[config.mk]
export PLATFORM = sky130hd
export DESIGN_NAME = gsp_ram
export DESIGN_NICKNAME = d
export VERILOG_FILES = /design/src/rtl/gsp_ram.sv
export SDC_FILE = /design/constraint.sdc
export NUM_CORES = 1
export LEC_CHECK = 0
export CAP_MARGIN = 0
export CORE_MARGIN = 2
export CORE_UTILIZATION = 50
export CTS_CLUSTER_SIZE = 14
export DETAILED_ROUTE_END_ITERATION = 10
export DONT_BUFFER_PORTS = 1
export GPL_ROUTABILITY_DRIVEN = 1
export GPL_TIMING_DRIVEN = 0
export PLACE_DENSITY = 0.67
export RECOVER_POWER = 25
export SLEW_MARGIN = 25
export SYNTH_ARGS = -nofsm -noshare
export SYNTH_HDL_FRONTEND = slang
export SYNTH_SLANG_ARGS = --single-unit
[constraint.sdc]
create_clock -name clk_i -period 2.5 [get_ports clk_i]
set_input_delay 0.5 -clock clk_i [delete_from_list [all_inputs] [get_ports clk_i]]
set_output_delay 0.5 -clock clk_i [all_outputs]
set_load 0.02 [all_outputs]
[src/rtl/gsp_ram.sv]
// Simple dual-port synchronous RAM, one write and one registered read port.
// No dependencies.
`default_nettype none

module gsp_ram #(
  parameter int WIDTH = 8,
  parameter int DEPTH = 64
) (
  input  wire logic                     clk_i,
  input  wire logic                     we_i,
  input  wire logic [$clog2(DEPTH)-1:0] waddr_i,
  input  wire logic [WIDTH-1:0]         wdata_i,
  input  wire logic [$clog2(DEPTH)-1:0] raddr_i,
  output      logic [WIDTH-1:0]         rdata_o
);

  logic [WIDTH-1:0] mem_q [DEPTH];

  always_ff @(posedge clk_i) begin
    if (we_i) mem_q[waddr_i] <= wdata_i;
    rdata_o <= mem_q[raddr_i];
  end

endmodule

`default_nettype wire

==> results by group <==
Status
  – Status: complete, but fails checks
  – Failing checks: setup timing

Global routing
  – Largest net degree at the start of global routing: 65
  – First-pass GRT wire length: ~68000 um
  – Initial antenna violation count: 0
  – Vias in the first global route: 9920
  – Total global-route track usage: 23.2%
  – Grt ovf: 0

Floorplan
  – X dimension of the die: between 200 and 250 um
  – Die ar.: between 40000 and 50000 um^2
  – Initial Util: 50.8%
  – Io pins: 30
  – Core ar.: just under 40000 um^2
  – Die Ht: about 200 um
  – Site row count: 73

CTS
  – Worst skew pair latency: roughly 0.57 ns
  – H-tree Lvls: 2
  – CTS tree: built
  – Setup Buffers After CTS: 0
  – Clock slew at reported path FFs: approximately 0.06 ns
  – Root Buffer: clkbuf_16
  – Clock sink count: 520
  – Total clock buffers created by CTS: 50
  – CTS max path bufs: 3

Placement
  – IO buf count: 0
  – Inst Count DP: about 1500
  – Post-DP HPWL: ~30000 um
  – Final Wtd Congestion: slightly above 0.9
  – DP Worst Slack: -0.867 ns

Logic synthesis
  – Top area cells in the synthesized netlist: edfxtp_1 (76%), mux4_2 (14%), nor2_1 (1.5%)
  – Syn Std Cell Area: between 20000 and 25000 um^2
  – Top-area cell type share of the netlist area: 76.2%
  – Netlist cell types: 40
  – Compound-cell area share of the yosys netlist: 2.07%
  – Number of synthesized flops with an enable pin: slightly above 500
  – Simple-Gate Fraction of Synth Area: under 10%
  – Top_reg_cell synth: edfxtp_1
  – Async SR Flop Fraction: 0%
  – Mux contribution to synthesized area: 15.9%
  – Post-synthesis xor/xnor area fraction: 0%
  – Area leader, netlist: edfxtp_1
  – Synth warn: 0
  – Mean Syn Cell Area: ~21 um^2
  – Gate Count Post-Synth: 940
  – Sequential fraction of the synthesis area: between 70% and 80%
  – Adder-cell share of the synthesized area: 0%
  – Syn Nets: just under 1000
  – #FFs+latches synth: 520
  – Largest family of logic cells by synthesized area: multiplexers

Power and ir drop
  – LEAKAGE: around 6.9 nW
  – Power per cell area: a little under 800 nW/um^2
  – Worst IR drop on VDD: about 0.00048 V

Drt
  – Final WL: 47000 um
  – Via density: ~6.3
  – Routed Antenna Nets: 0
  – 1st-iter DRT viols: approximately 1300
  – DR DRC count: 0
  – Routed wire per std cell: between 30 and 40 um
  – Vias: between 9000 and 10000
  – Drt first pass iters: 5

Timing
  – Fmax: around 0.4 GHz
  – Slack of the critical path: -0.00304 ns
  – Worst-margin pin slew: between 1 and 1.5 ns
  – Rel. slew slack: 31.8%
  – RSZ-0062 raised after global routing: no
  – Final max-slew violation count: 0
  – Finish-stage setup viols: 1
  – Worst Skew: 0.0210 ns
  – Min cycle time layout: around 2.5 ns
  – Period utilization: 100%
  – Final Hold Viols: 0

Layout
  – Multi-input logic area: between 4000 and 5000 um^2
  – Final core occ: about 57%
  – # fillers: between 2000 and 3000
  – Final net count: between 1000 and 1500
  – Share of cells above drive strength 1: 24.0%
  – Non-filler cells, final: between 1500 and 2000
  – Sequential standard cell area: 15500 um^2
  – Area growth syn-to-layout: 11.4%
  – # diodes: 0

Critical path
  – Crit. End Element: register
  – Worst path max stage delay: just over 0.4 ns
  – Crit path required time: around 2.9 ns
  – Top delay family on crit path: buffers and inverters
  – CP max stage cell: buf_2
  – Crit path max fanout: 10
  – Crit path DAT: about 2.9 ns
  – R2R Setup Slk: between 0.3 and 0.4 ns
  – CP Launch Type: input port
  – WS Path Type: input port to register
  – Worst-path cell chain: buf_4 > buf_2 > buf_4 > buf_2 > nand3_2 > o221ai_1 > a21oi_1 > o21ai_1 > o41ai_2
  – WP buf/inv: 4

Hold path
  – Hold WC Path Type: input port to register

Job
  – Max Cap Viol: 0
==> power by group <==
part	switching, mW	leakage [nW]	internal (mW)	total, mW
combinational	0.466	1.48	0.327	0.793
clock	3.10	0.778	4.24	7.34
sequential	0.0407	4.67	9.65	9.69
total	3.61	6.93	14.2	17.8
==> sequential cells by signal, summed over array words and instances (netlist names) <==
name / flops
mem_q: 512
rdata_o: 8
==> cells in the mapped netlist, drive strengths merged, types with 2 or more instances <==
cell type / instances
edfxtp: 512
mux4: 126
nor2: 83
buf: 34
mux2i: 23
nand2: 19
clkbuf: 17
nor2b: 14
mux2: 13
nand3: 13
dfxtp: 8
o221ai: 8
o22ai: 8
nand2b: 7
nor3: 7
a221oi: 6
a211oi: 4
o21ai: 4
a21oi: 3
a22oi: 3
nand3b: 3
o2111ai: 3
o2bb2ai: 3
a2111oi: 2
nand4: 2
nor4: 2
o21a: 2
o221a: 2
o32ai: 2
o41ai: 2
==> metal layers <==
metal	GRT usage, %	vias to the layer above	routed length [um]
met5	0	-	0
met4	7.19	0	1380
met3	5.28	83	4540
met2	35.9	510	22000
met1	33.2	5133	19000
li1	-	4034	-
==> path summary, 6_finish.rpt <==
kind | startpoint | endpoint | cells after the start
setup / recovery | raddr_i[1] | rdata_o[3] | 9
hold / removal | wdata_i[5] | mem_q[48][5] | 0
setup reg to reg | mem_q[21][6] | rdata_o[6] | 5
hold reg to reg | mem_q[7][7] | rdata_o[7] | 4
==> final cells by class <==
cell class                      instances  area share, %
Buffer                                 50           1.50
Clock buffer                           72           6.31
Clock inverter                         21          0.768
Multi-Input combinational cell        369           19.4
Sequential cell                       520           69.1
Tap cell                              525           2.92
==> cell usage in the layout (no fill, tap or decap), drive strengths merged <==
master | Yosys | layout
nand4 | 2 | 2
o2bb2ai | 3 | 3
nand3 | 13 | 13
mux2i | 23 | 23
a2111oi | 2 | 2
nor4 | 2 | 2
nand4b | 1 | 1
nand2 | 19 | 19
a22oi | 3 | 3
nand3b | 3 | 3
bufinv | 0 | 3
o2111ai | 3 | 3
mux4 | 126 | 126
mux2 | 13 | 13
a21oi | 3 | 3
o22ai | 8 | 8
o21ai | 4 | 4
or3 | 1 | 1
clkinvlp | 0 | 1
a31oi | 1 | 1
a221oi | 6 | 6
dfxtp | 8 | 8
nor2b | 14 | 14
o21a | 2 | 2
clkbuf | 17 | 92
edfxtp | 512 | 512
clkinv | 0 | 17
o32ai | 2 | 2
o221ai | 8 | 8
o221a | 2 | 2
nand2b | 7 | 7
and2 | 1 | 1
clkdlybuf4s15 | 0 | 1
nor3 | 7 | 7
o41ai | 2 | 2
o311ai | 1 | 1
buf | 34 | 29
a211oi | 4 | 4
nor2 | 83 | 83
==> stage by stage <==
stage               setup TNS (ns)  total power [mW]  area [um^2]  hold WS [ns]
global route                     0              18.2        22500       0.00262
finish                    -0.00304              17.8        22500        0.0264
detailed placement          -75.90              10.7        20800         0.603
CTS                              0              17.9        22500       0.00872
floorplan                        0              10.4        20200         0.599
global placement            -35.60              10.6        20800         0.603
==> logic make-up after synthesis <==
kind of cell | Yosys count
flops | 520
mux | 162
simple gates | 153
compound gates | 54
buf+inv | 51
==> timing repair <==
action | CTS | global route
endpoints found under the setup margin | 5 | 5
hold buffers | 0 | 0
pin swaps | 0 | 0
gates resized for setup | 8 | 5
No activity file was read; power rests on OpenSTA's default activity.
